$ cat config.mk
export PLATFORM = sky130hd
export DESIGN_NAME = wheel_speed_median_meter
export DESIGN_NICKNAME = d
export VERILOG_FILES = /design/src/rtl/wsm_pkg.sv /design/src/rtl/wsm_cell.sv /design/src/rtl/wsm_divider.sv /design/src/rtl/wheel_speed_median_meter.sv
export SDC_FILE = /design/constraint.sdc
export NUM_CORES = 2
export LEC_CHECK = 0
export BUFFER_PORTS_ARGS = -buffer_cell sky130_fd_sc_hd__buf_2
export CORE_MARGIN = 10
export CORE_UTILIZATION = 45
export DETAILED_ROUTE_END_ITERATION = 6
export GPL_TIMING_DRIVEN = 0
export PLACE_DENSITY = 0.57
export SETUP_SLACK_MARGIN = 0.4
export SKIP_CTS_REPAIR_TIMING = 1
export SLEW_MARGIN = 30
export SYNTH_ARGS = -nofsm -noshare
export SYNTH_HDL_FRONTEND = slang
export SYNTH_SLANG_ARGS = --single-unit
$ cat constraint.sdc
create_clock -name clk -period 7.3 [get_ports clk]
set_clock_uncertainty 0.2 [all_clocks]
set_input_delay 1.095 -clock clk [delete_from_list [all_inputs] [get_ports clk]]
set_output_delay 1.095 -clock clk [all_outputs]
set_load 0.01 [all_outputs]
$ cat src/rtl/wsm_pkg.sv
// ----------------------------------------------------------------------------
// wsm_pkg: shared types and constants of the wheel speed median meter
// Holds the register map, the command that drives the window cells, the
// arithmetic constants and the width of the shared divider.
// ----------------------------------------------------------------------------
package wsm_pkg;

	// Default depth of the median window.
	localparam int WINDOW_DEPTH_DEF = 10;

	// Register indexes of the configuration channel.
	localparam logic [2:0] REG_DEBOUNCE = 3'd0;
	localparam logic [2:0] REG_TIMEOUT  = 3'd1;
	localparam logic [2:0] REG_CIRCUMF  = 3'd2;
	localparam logic [2:0] REG_STRIP    = 3'd3;
	localparam logic [2:0] REG_MIN_DUR  = 3'd4;
	localparam logic [2:0] REG_MAX_DUR  = 3'd5;

	// Register reset values.
	localparam logic [7:0]  DEBOUNCE_RST = 8'd40;
	localparam logic [15:0] TIMEOUT_RST  = 16'd10000;
	localparam logic [11:0] CIRCUMF_RST  = 12'd1276;
	localparam logic [7:0]  STRIP_RST    = 8'd55;
	localparam logic [15:0] MIN_DUR_RST  = 16'd400;
	localparam logic [15:0] MAX_DUR_RST  = 16'd10000;

	// Divider width: covers the duration numerator and denominator.
	localparam int DIV_W = 43;

	// Arithmetic constants (milli cm/s per km/h, mm per m, duration scale).
	localparam logic [DIV_W-1:0] CMS_PER_KMH_MILLI = 43'd27778;
	localparam logic [DIV_W-1:0] MM_PER_M = 43'd1000;
	localparam logic [DIV_W-1:0] STRIP_SCALE = 43'd16667000000;
	// Reciprocal of 16667/256 scaled by 2^37, rounded up. Multiplying a mm per
	// minute value below the saturation point by it and dropping 37 bits
	// gives the truncated Q8.8 speed exactly.
	localparam logic [30:0] SPEED_RECIP = 31'd2111020105;
	// Speed saturates at or above this mm per minute.
	localparam logic [27:0] SPEED_SAT_MPM = 28'd4266752;
	// Below this mm per minute the speed is under 0.01 km/h.
	localparam logic [27:0] SLOW_MPM = 28'd167;

	// Operations of the window cells.
	typedef enum logic [2:0] {
		OP_HOLD,
		OP_CLEAR,
		OP_DEL,
		OP_INS,
		OP_ROT
	} cell_op_t;

	// Command broadcast to every cell of the window chain.
	typedef struct packed {
		cell_op_t    op;
		logic [15:0] value;
	} cell_cmd_t;

endpackage

$ cat src/rtl/wsm_cell.sv
// ----------------------------------------------------------------------------
// wsm_cell: one slot of the sorted median window
// Holds a value and its age. Neighbors pass data for deleting the oldest
// entry, inserting a new one in sorted place and rotating the row.
// ----------------------------------------------------------------------------
module wsm_cell #(
	parameter int DEPTH = wsm_pkg::WINDOW_DEPTH_DEF,
	parameter int AW    = 4
) (
	input  logic               clk,
	input  logic               arst_n,
	input  wsm_pkg::cell_cmd_t cmd,
	input  logic               left_valid,
	input  logic [15:0]        left_value,
	input  logic [AW-1:0]      left_age,
	input  logic               right_valid,
	input  logic [15:0]        right_value,
	input  logic [AW-1:0]      right_age,
	input  logic               shift_in,
	input  logic               gt_in,
	output logic               valid,
	output logic [15:0]        value,
	output logic [AW-1:0]      age,
	output logic               shift_out,
	output logic               gt_out
);
	import wsm_pkg::*;

	localparam logic [AW-1:0] OLDEST = AW'(DEPTH - 1);

	logic          valid_q;
	logic [15:0]   value_q;
	logic [AW-1:0] age_q;
	logic          valid_d;
	logic [15:0]   value_d;
	logic [AW-1:0] age_d;

	// The oldest entry leaves; everything above it moves down one slot.
	assign shift_out = shift_in | (valid_q && (age_q == OLDEST));
	// This slot and all above it hold values larger than the new one.
	assign gt_out = !valid_q || (value_q > cmd.value);

	// Next content of the slot.
	always_comb begin
		valid_d = valid_q;
		value_d = value_q;
		age_d   = age_q;
		case (cmd.op)
			OP_CLEAR: begin
				valid_d = 1'b0;
			end
			OP_DEL: begin
				if (shift_out) begin
					valid_d = right_valid;
					value_d = right_value;
					age_d   = right_age;
				end
			end
			OP_ROT: begin
				valid_d = right_valid;
				value_d = right_value;
				age_d   = right_age;
			end
			OP_INS: begin
				if (gt_in) begin
					valid_d = left_valid;
					value_d = left_value;
					age_d   = left_valid ? left_age + 1'b1 : left_age;
				end else if (gt_out) begin
					valid_d = 1'b1;
					value_d = cmd.value;
					age_d   = '0;
				end else begin
					age_d = valid_q ? age_q + 1'b1 : age_q;
				end
			end
			default: begin
			end
		endcase
	end

	// Valid flag under reset.
	always_ff @(posedge clk or negedge arst_n) begin
		if (!arst_n) begin
			valid_q <= 1'b0;
		end else begin
			valid_q <= valid_d;
		end
	end

	// Payload of the slot.
	always_ff @(posedge clk) begin
		value_q <= value_d;
		age_q   <= age_d;
	end

	assign valid = valid_q;
	assign value = value_q;
	assign age   = age_q;

endmodule

$ cat src/rtl/wsm_divider.sv
// ----------------------------------------------------------------------------
// wsm_divider: shared restoring divider
// Produces one quotient bit per cycle while busy; after the last bit, done
// pulses with the quotient.
// ----------------------------------------------------------------------------
module wsm_divider #(
	parameter int W = wsm_pkg::DIV_W
) (
	input  logic         clk,
	input  logic         arst_n,
	input  logic         start,
	input  logic [W-1:0] dividend,
	input  logic [W-1:0] divisor,
	output logic         done,
	output logic [W-1:0] quotient
);
	import wsm_pkg::*;

	localparam int CNW = $clog2(W + 1);

	logic [W:0]     rem_q;
	logic [W-1:0]   quo_q;
	logic [W-1:0]   div_q;
	logic [CNW-1:0] cnt_q;
	logic           busy_q;
	logic           done_q;
	logic [W:0]     rem_sh;
	logic           fits;

	// One restoring step: bring in the next dividend bit and try a subtract.
	assign rem_sh = {rem_q[W-1:0], quo_q[W-1]};
	assign fits   = rem_sh >= {1'b0, div_q};

	// Control under reset.
	always_ff @(posedge clk or negedge arst_n) begin
		if (!arst_n) begin
			busy_q <= 1'b0;
			done_q <= 1'b0;
			cnt_q  <= '0;
		end else begin
			done_q <= 1'b0;
			if (start && !busy_q) begin
				busy_q <= 1'b1;
				cnt_q  <= '0;
			end else if (busy_q) begin
				cnt_q <= cnt_q + 1'b1;
				if (cnt_q == CNW'(W - 1)) begin
					busy_q <= 1'b0;
					done_q <= 1'b1;
				end
			end
		end
	end

	// Datapath.
	always_ff @(posedge clk) begin
		if (start && !busy_q) begin
			rem_q <= '0;
			quo_q <= dividend;
			div_q <= divisor;
		end else if (busy_q) begin
			rem_q <= fits ? rem_sh - {1'b0, div_q} : rem_sh;
			quo_q <= {quo_q[W-2:0], fits};
		end
	end

	assign done     = done_q;
	assign quotient = quo_q;

endmodule

$ cat src/rtl/wheel_speed_median_meter.sv
// ----------------------------------------------------------------------------
// wheel_speed_median_meter: wheel speed meter with a running median
// Debounces wheel pulses into a period, keeps a sorted median window of
// periods and reports median period, speed and animation duration.
// ----------------------------------------------------------------------------
// Usage: items arrive on s_* (s_tuser = 0 wheel pulse, 1 speed sample;
// s_tdata = timestamp in ms). A pulse leaves the block idle and gives no
// result. A sample gives one result on m_* (median, speed, duration).
// Registers are written on cfg_* at any time the block is idle; cfg_ready
// is always high and indexes above five are ignored.
// A sample passes the cell row to delete the oldest and insert the new
// period, rotates the row to read the middle entries, forms the median,
// runs a divider pass for mm per minute, a reciprocal multiply for the
// speed and a second divider pass for the duration. A median of zero or
// at or past the timeout finishes after the median step, a too slow speed
// skips the second pass, and a sample that times out clears the window
// and goes straight to its result. One sample is worked on at a time.
// After reset the window is empty and the registers hold their defaults.
// A result that m_tready does not take stays in the output register; the
// next sample may be taken meanwhile and waits finished until it drains.
// ----------------------------------------------------------------------------
module wheel_speed_median_meter #(
	parameter int WINDOW_DEPTH = wsm_pkg::WINDOW_DEPTH_DEF
) (
	input  logic        clk,
	input  logic        arst_n,
	input  logic        s_tvalid,
	output logic        s_tready,
	input  logic [31:0] s_tdata,   // [31:0] time_ms
	input  logic        s_tuser,   // [0] action
	output logic        m_tvalid,
	input  logic        m_tready,
	output logic [47:0] m_tdata,   // [15:0] median_period_ms, [31:16] speed_q8,
	                               // [47:32] duration_ms
	input  logic        cfg_valid,
	output logic        cfg_ready,
	input  logic [2:0]  cfg_index,
	input  logic [15:0] cfg_data
);
	import wsm_pkg::*;

	localparam int CW = $clog2(WINDOW_DEPTH + 1);
	localparam int AW = (WINDOW_DEPTH > 1) ? $clog2(WINDOW_DEPTH) : 1;

	localparam logic [3:0] ST_IDLE = 4'd0;
	localparam logic [3:0] ST_DEL  = 4'd1;
	localparam logic [3:0] ST_INS  = 4'd2;
	localparam logic [3:0] ST_ROT  = 4'd3;
	localparam logic [3:0] ST_MED  = 4'd4;
	localparam logic [3:0] ST_DIV1 = 4'd5;
	localparam logic [3:0] ST_DIV2 = 4'd6;
	localparam logic [3:0] ST_DIV3 = 4'd7;
	localparam logic [3:0] ST_DONE = 4'd8;

	logic [7:0]  debounce_q;
	logic [15:0] timeout_q;
	logic [11:0] circumf_q;
	logic [7:0]  strip_q;
	logic [15:0] min_dur_q;
	logic [15:0] max_dur_q;

	logic [3:0]    state_q;
	logic [31:0]   last_pulse_q;
	logic [15:0]   period_q;
	logic [CW-1:0] count_q;
	logic [CW-1:0] rot_q;
	logic [15:0]   lo_q;
	logic [15:0]   hi_q;
	logic [15:0]   median_q;
	logic [27:0]   mpm_q;
	logic [15:0]   speed_q;
	logic [15:0]   dur_q;
	logic          launched_q;
	logic          out_valid_q;
	logic [47:0]   out_data_q;

	logic          in_xfer;
	logic [31:0]   gap;
	logic          timed_out;
	logic [CW-1:0] half;
	logic [16:0]   mid_sum;
	logic [15:0]   med_val;
	logic [58:0]   spd_prod;
	cell_cmd_t     cmd;

	logic             div_start;
	logic [DIV_W-1:0] div_dividend;
	logic [DIV_W-1:0] div_divisor;
	logic             div_done;
	logic [DIV_W-1:0] div_quo;

	logic          cv   [WINDOW_DEPTH];
	logic [15:0]   cval [WINDOW_DEPTH];
	logic [AW-1:0] cage [WINDOW_DEPTH];
	logic          sh   [WINDOW_DEPTH+1];
	logic          gt   [WINDOW_DEPTH+1];
	logic          top_valid;
	logic [15:0]   top_value;
	logic [AW-1:0] top_age;

	assign s_tready  = (state_q == ST_IDLE);
	assign cfg_ready = 1'b1;
	assign in_xfer   = s_tvalid && s_tready;
	assign gap       = s_tdata - last_pulse_q;
	assign timed_out = gap > {16'd0, timeout_q};
	assign half      = count_q >> 1;

	// Median from the captured middle entries.
	assign mid_sum = {1'b0, lo_q} + {1'b0, hi_q};
	assign med_val = count_q[0] ? hi_q : mid_sum[16:1];

	// Speed by reciprocal multiplication of the mm per minute value.
	assign spd_prod = {31'd0, mpm_q} * {28'd0, SPEED_RECIP};

	// Command for the cell row.
	always_comb begin
		cmd.value = period_q;
		case (state_q)
			ST_IDLE: cmd.op = (in_xfer && s_tuser && timed_out) ? OP_CLEAR : OP_HOLD;
			ST_DEL:  cmd.op = OP_DEL;
			ST_INS:  cmd.op = OP_INS;
			ST_ROT:  cmd.op = OP_ROT;
			default: cmd.op = OP_HOLD;
		endcase
	end

	// The top slot sees the bottom one while rotating, an empty slot else.
	assign top_valid = (state_q == ST_ROT) ? cv[0] : 1'b0;
	assign top_value = (state_q == ST_ROT) ? cval[0] : 16'd0;
	assign top_age   = (state_q == ST_ROT) ? cage[0] : '0;
	assign sh[0] = 1'b0;
	assign gt[0] = 1'b0;

	// Row of window cells, kept sorted from slot zero upward.
	for (genvar i = 0; i < WINDOW_DEPTH; i++) begin : g_cell
		logic          lv;
		logic [15:0]   lval;
		logic [AW-1:0] lage;
		logic          rv;
		logic [15:0]   rval;
		logic [AW-1:0] rage;
		if (i == 0) begin : g_first
			assign lv   = 1'b0;
			assign lval = 16'd0;
			assign lage = '0;
		end else begin : g_inner_l
			assign lv   = cv[i-1];
			assign lval = cval[i-1];
			assign lage = cage[i-1];
		end
		if (i == WINDOW_DEPTH - 1) begin : g_last
			assign rv   = top_valid;
			assign rval = top_value;
			assign rage = top_age;
		end else begin : g_inner_r
			assign rv   = cv[i+1];
			assign rval = cval[i+1];
			assign rage = cage[i+1];
		end
		wsm_cell #(
			.DEPTH(WINDOW_DEPTH),
			.AW   (AW)
		) u_cell (
			.clk        (clk),
			.arst_n     (arst_n),
			.cmd        (cmd),
			.left_valid (lv),
			.left_value (lval),
			.left_age   (lage),
			.right_valid(rv),
			.right_value(rval),
			.right_age  (rage),
			.shift_in   (sh[i]),
			.gt_in      (gt[i]),
			.valid      (cv[i]),
			.value      (cval[i]),
			.age        (cage[i]),
			.shift_out  (sh[i+1]),
			.gt_out     (gt[i+1])
		);
	end

	// Operands of the shared divider.
	always_comb begin
		div_start    = 1'b0;
		div_dividend = DIV_W'(circumf_q) * MM_PER_M;
		div_divisor  = DIV_W'(median_q);
		case (state_q)
			ST_DIV1: begin
				div_start = !launched_q;
			end
			ST_DIV3: begin
				div_start    = !launched_q && (mpm_q >= SLOW_MPM);
				div_dividend = DIV_W'(strip_q) * STRIP_SCALE;
				div_divisor  = DIV_W'(mpm_q) * CMS_PER_KMH_MILLI;
			end
			default: begin
			end
		endcase
	end

	wsm_divider #(
		.W(DIV_W)
	) u_div (
		.clk     (clk),
		.arst_n  (arst_n),
		.start   (div_start),
		.dividend(div_dividend),
		.divisor (div_divisor),
		.done    (div_done),
		.quotient(div_quo)
	);

	// Configuration registers.
	always_ff @(posedge clk or negedge arst_n) begin
		if (!arst_n) begin
			debounce_q <= DEBOUNCE_RST;
			timeout_q  <= TIMEOUT_RST;
			circumf_q  <= CIRCUMF_RST;
			strip_q    <= STRIP_RST;
			min_dur_q  <= MIN_DUR_RST;
			max_dur_q  <= MAX_DUR_RST;
		end else if (cfg_valid && cfg_ready) begin
			case (cfg_index)
				REG_DEBOUNCE: debounce_q <= cfg_data[7:0];
				REG_TIMEOUT:  timeout_q  <= cfg_data;
				REG_CIRCUMF:  circumf_q  <= cfg_data[11:0];
				REG_STRIP:    strip_q    <= cfg_data[7:0];
				REG_MIN_DUR:  min_dur_q  <= cfg_data;
				REG_MAX_DUR:  max_dur_q  <= cfg_data;
				default: begin
				end
			endcase
		end
	end

	// Sequencer and pulse state.
	always_ff @(posedge clk or negedge arst_n) begin
		if (!arst_n) begin
			state_q      <= ST_IDLE;
			last_pulse_q <= '0;
			period_q     <= '0;
			count_q      <= '0;
			rot_q        <= '0;
			launched_q   <= 1'b0;
			out_valid_q  <= 1'b0;
		end else begin
			if (m_tvalid && m_tready) begin
				out_valid_q <= 1'b0;
			end
			case (state_q)
				ST_IDLE: begin
					if (in_xfer) begin
						if (!s_tuser) begin
							if (gap > {24'd0, debounce_q}) begin
								period_q <= (gap > 32'hFFFF) ? 16'hFFFF : gap[15:0];
							end
							last_pulse_q <= s_tdata;
						end else if (timed_out) begin
							count_q <= '0;
							state_q <= ST_DONE;
						end else begin
							state_q <= ST_DEL;
						end
					end
				end
				ST_DEL: begin
					state_q <= ST_INS;
				end
				ST_INS: begin
					if (count_q != CW'(WINDOW_DEPTH)) begin
						count_q <= count_q + 1'b1;
					end
					rot_q   <= '0;
					state_q <= ST_ROT;
				end
				ST_ROT: begin
					rot_q <= rot_q + 1'b1;
					if (rot_q == CW'(WINDOW_DEPTH - 1)) begin
						state_q <= ST_MED;
					end
				end
				ST_MED: begin
					if (med_val != 16'd0 && med_val < timeout_q) begin
						state_q <= ST_DIV1;
					end else begin
						state_q <= ST_DONE;
					end
				end
				ST_DIV1: begin
					if (div_start) begin
						launched_q <= 1'b1;
					end else if (div_done) begin
						launched_q <= 1'b0;
						state_q    <= ST_DIV2;
					end
				end
				ST_DIV2: begin
					state_q <= ST_DIV3;
				end
				ST_DIV3: begin
					if (div_start) begin
						launched_q <= 1'b1;
					end else if (!launched_q || div_done) begin
						launched_q <= 1'b0;
						state_q    <= ST_DONE;
					end
				end
				ST_DONE: begin
					if (!out_valid_q || m_tready) begin
						out_valid_q <= 1'b1;
						state_q     <= ST_IDLE;
					end
				end
				default: begin
					state_q <= ST_IDLE;
				end
			endcase
		end
	end

	// Result datapath.
	always_ff @(posedge clk) begin
		case (state_q)
			ST_IDLE: begin
				// A timed-out sample reports an empty window.
				median_q <= '0;
				speed_q  <= '0;
				dur_q    <= max_dur_q;
			end
			ST_ROT: begin
				// Slot zero holds the entry of rank rot_q.
				if (rot_q == half) begin
					hi_q <= cval[0];
				end
				if ((CW + 1)'(rot_q) + 1'b1 == {1'b0, half}) begin
					lo_q <= cval[0];
				end
			end
			ST_MED: begin
				median_q <= med_val;
				speed_q  <= '0;
				dur_q    <= max_dur_q;
			end
			ST_DIV1: begin
				if (div_done) begin
					mpm_q <= 28'(28'(div_quo[21:0]) * 28'd60);
				end
			end
			ST_DIV2: begin
				if (mpm_q < SPEED_SAT_MPM) begin
					speed_q <= spd_prod[52:37];
				end else begin
					speed_q <= 16'hFFFF;
				end
			end
			ST_DIV3: begin
				if (div_done) begin
					if (div_quo < DIV_W'(min_dur_q)) begin
						dur_q <= min_dur_q;
					end else if (div_quo > DIV_W'(max_dur_q)) begin
						dur_q <= max_dur_q;
					end else begin
						dur_q <= div_quo[15:0];
					end
				end
			end
			ST_DONE: begin
				if (!out_valid_q || m_tready) begin
					out_data_q <= {dur_q, speed_q, median_q};
				end
			end
			default: begin
			end
		endcase
	end

	assign m_tvalid = out_valid_q;
	assign m_tdata  = out_data_q;

endmodule
==> flow_metrics.py <==
metrics = {
    "setup_path": {
        "worst_setup_path_startpoint": "mpm_q[4]$_DFFE_PP_",
        "critPathCapture": "speed_q[15]$_SDFFCE_PP0P_",
        "critPathLaunchType": "flip-flop",
        "crit_type": "flip-flop to flip-flop",
        "timing.reg2reg.worst_path_depth": 25,
        "setup.reg_to_reg.worst_slack_ns": 0.02,
        "highest_net_fanout_along_the_worst_path": 8,
        "worst-endpoint-required_ns": 7.49,
        "timing.critical_path.to_type": "flip-flop",
        "r2r_start": "mpm_q[4]$_DFFE_PP_",
        "cp.arrival_ns": 7.47,
        "timing.rr.end": "speed_q[15]$_SDFFCE_PP0P_",
    },
    "logic_synthesis": {
        "synth_largest_type_area_fraction_pct": 21.0,
        "synthesis.area_um2": 62900,
        "post_synth_inst_count": 6409,
        "yosys-mux-area-fraction_pct": 2.58,
        "synth_seq_cells": 639,
        "synth-warning-count": 0,
        "async_flop_share_pct": 24.4,
        "post_synth_num_cell_types": 91,
        "count_of_flip_flops_with_a_built_in_enable_after_synthesis": 440,
        "seq_area_frac_synth_pct": 28.6,
        "synth.net_count": 7879,
        "synth_ff_type": "edfxtp_1",
        "synth_xor_area_share_pct": 2.92,
        "post_synth.cell_area_avg_um2": 9.81,
        "yosys.area_share.simple_pct": 10.3,
        "synth_fa_ha_area_share_pct": 34.4,
        "synth.top_cells.by_area": "edfxtp_1, ha_1, fa_1",
        "synth_compound_area_share_pct": 14.1,
        "yosys.area.top_type": "edfxtp_1",
        "synth_top_family_by_area": "adder cells",
    },
    "clock_network": {
        "clock_latency_ns": 0.72,
        "clock_sinks": 639,
        "cts_tree": "done",
        "h_tree_depth_reported_by_cts": 3,
        "clk_pin_slew_ns": 0.06,
        "tritoncts.num_buffers": 80,
        "clock_path_buffers": 3,
        "clockRootBuffer": "clkbuf_16",
    },
    "route": {
        "vias_per_cell": 5.60,
        "detail_route.iter0.violations": 4294,
        "drtAntennaViolNets": 0,
        "drt_wl_total_um": 195000,
        "post_drt_wl_per_cell_um": 22.6,
        "vias": 48600,
        "drc": 0,
        "detail_route.first_pass.iterations": 7,
    },
    "grt": {
        "antenna_violations_before_repair": 5,
        "grt_pass1_vias": 48500,
        "grt_pass1_wl_um": 296000,
        "global_route.usage.total_pct": 24.6,
        "grt_overflow": 0,
        "grt_start_max_net_pins": 77,
    },
    "timing": {
        "post-route-period-util_pct": 99.7,
        "worst_slack_ns": 0.0204,
        "minimum_clock_period_ns": 7.28,
        "relSlewSlack_pct": 27.9,
        "fin_tns_setup_ns": 0,
        "worst_pin_slew_ns": 1.08,
        "fmaxAchievable_ghz": 0.137,
        "rsz_0062_raised_after_global_routing": "true",
        "report.final.hold_viol_count": 0,
        "report.final.slew_viol_count": 0,
        "finalSetupViolCount": 0,
    },
    "power": {
        "p_seq_share_pct": 24.2,
        "irDropWorstVdd_uv": 566,
        "design_power_total_w": 0.0333,
        "netSwitchingFraction_pct": 48.2,
        "power.static_leakage_nw": 33.1,
        "share_clk_of_total_power_pct": 12.2,
        "p_switching_w": 0.0160,
        "cell_internal_pwr_w": 0.0172,
        "p_per_area_nw_per_um2": 475,
        "power_frac_comb_pct": 63.6,
    },
    "place": {
        "place.detailed.hpwl_um": 155000,
        "io_buffer_count": 106,
        "dp_worst_setup_slack_ns": -1.50,
        "place_inst": 8405,
        "routabilityCongestion": 0.938,
    },
    "die": {
        "initial_core_util_pct": 45.2,
        "pin_count": 108,
        "die_height_um": 394,
        "die_w_um": 394,
        "placement_rows": 137,
        "coreArea_um2": 139000,
        "die_area_um2": 155000,
    },
    "outcome": {
        "run_status": "complete, no violations",
    },
    "final_layout": {
        "layout.nets": 8187,
        "n_fill_cell": 13100,
        "fin_cells": 8664,
        "drive_above_1_share_pct": 9.01,
        "area_growth_pct": 11.4,
    },
    "worst_hold_path": {
        "min_from": "speed_q[13]$_SDFFCE_PP0P_",
        "worstHoldPathType": "flip-flop to flip-flop",
    },
    "flow_run": {
        "maxCapViolCount": 0,
    },
}
## power groups by stage
stage                     registers (W)  logic (W)  clock network [W]
final                           0.00804     0.0212            0.00406
after global routing            0.00818     0.0238            0.00429
after CTS                       0.00799     0.0211            0.00414
after detailed placement        0.00805     0.0209                  0
after global placement          0.00805     0.0204                  0
after floorplan                 0.00720     0.0157                  0
## cells in the final DEF, fill, tap and decap left out, types with 19 or more instances in the layout
cell         n
o21a_1      60
a21oi_1    336
dfxtp_1     43
o31a_1      22
fa_1       516
nor2b_1     44
and2_1      26
mux2i_1     80
o21ai_0    428
dfrtp_1    128
buf_4       96
nand4_1     82
nor2_1     329
or2_2       22
inv_1      969
and3_1      42
xnor2_1    118
buf_2      112
o211ai_1    34
a211oi_1    23
clkbuf_16   80
nand2b_1    46
clkbuf_1   178
xor2_1      89
o21bai_1    42
a21o_1     156
dfstp_2     27
ha_1       874
inv_2       24
nor3_1      54
a22o_1      44
a31oi_1     61
o31ai_1     23
nand3_1     74
or3_1       19
edfxtp_1   440
mux2_2      72
nand2_1    544
## how the worst min path moves through the flow
stage,end,slack [ns],cells after the start
global placement,m_tdata[19]$_DFFE_PP_,0.20,0
CTS,last_pulse_q[2]$_DFFE_PN0P_,-0.07,1
detailed placement,m_tdata[26]$_DFFE_PP_,0.21,0
finish,m_tdata[29]$_DFFE_PP_,0.21,0
floorplan,m_tdata[16]$_DFFE_PP_,0.20,0
global route,m_tdata[21]$_DFFE_PP_,0.22,0
## critical path: stages, from the launching register on
cell and delay (ns):
edfxtp_1 0.42, buf_12 0.17, buf_6 0.12, fa_2 0.61, inv_2 0.07, fa_1 0.57
fa_1 0.44, fa_1 0.53, inv_2 0.05, fa_1 0.47, fa_1 0.51, inv_1 0.05
fa_1 0.49, inv_2 0.05, ha_4 0.26, nand4_1 0.16, a2111o_1 0.47, a41oi_4 0.21
buf_12 0.15, o211ai_1 0.19, nand3_2 0.16, nand2_2 0.08, o2111ai_4 0.23, a21oi_2 0.09
xnor2_1 0.15, a21oi_1 0.08
## layout make-up
type,instances,area (um^2),area share [%]
inverter,1005,3810,5.43
antenna,3,7.51,0.0107
tap,1876,2350,3.35
buffer,187,716,1.02
sequential,639,18000,25.7
timing repair buffer,226,1660,2.37
clock buffer,100,2160,3.08
multi-input combinational,4578,40900,58.3
clock inverter,50,509,0.727
## synthesized netlist by cell type, drive strengths merged (80+ instances only)
master,n
fa,523
inv,1003
nor2,340
o21ai,442
xnor2,121
xor2,89
edfxtp,440
a21oi,347
clkbuf,168
nand4,82
nand2,546
ha,890
mux2i,80
dfrtp,129
a21o,156
## registers in the layout (all words and copies together), names as in the netlist, 26 cells and up
register and count:
g_cell.u_cell.value 160, m_tdata 48, u_div.div_q 43, u_div.quotient 43, u_div.rem_q 43, g_cell.u_cell.age 40, last_pulse_q 32, mpm_q 26
## cells by family after synthesis
kind of cell,after synthesis
AND/OR/NAND/NOR,1390
flip-flops,639
AO/OA/AOI/OAI,1411
buffers and inverters,1192
adder cells (fa/ha/maj),1413
multiplexers,153
other,1
XOR/XNOR,210
## routing by layer
layer | global-route usage (%) | wire length [um] | vias up | part of all wire (%)
met4 | 7.00 | 5810 | 0 | 3.0
met2 | 40.2 | 90600 | 1572 | 46
met1 | 33.7 | 85400 | 24000 | 44
met5 | 0 | 0 | - | 0
met3 | 3.94 | 13600 | 285 | 7.0
li1 | - | - | 22700 | -
## metrics by stage
step	hold WS, ns	util, %	area (um^2)
after CTS	-0.0675	49.4	68700
after floorplan	0.200	-	62900
after detailed placement	0.205	47.5	66100
final	0.210	50.4	70100
after global placement	0.201	47.3	65800
after global routing	0.222	50.4	70100
Power figures use the tool's default switching activity.
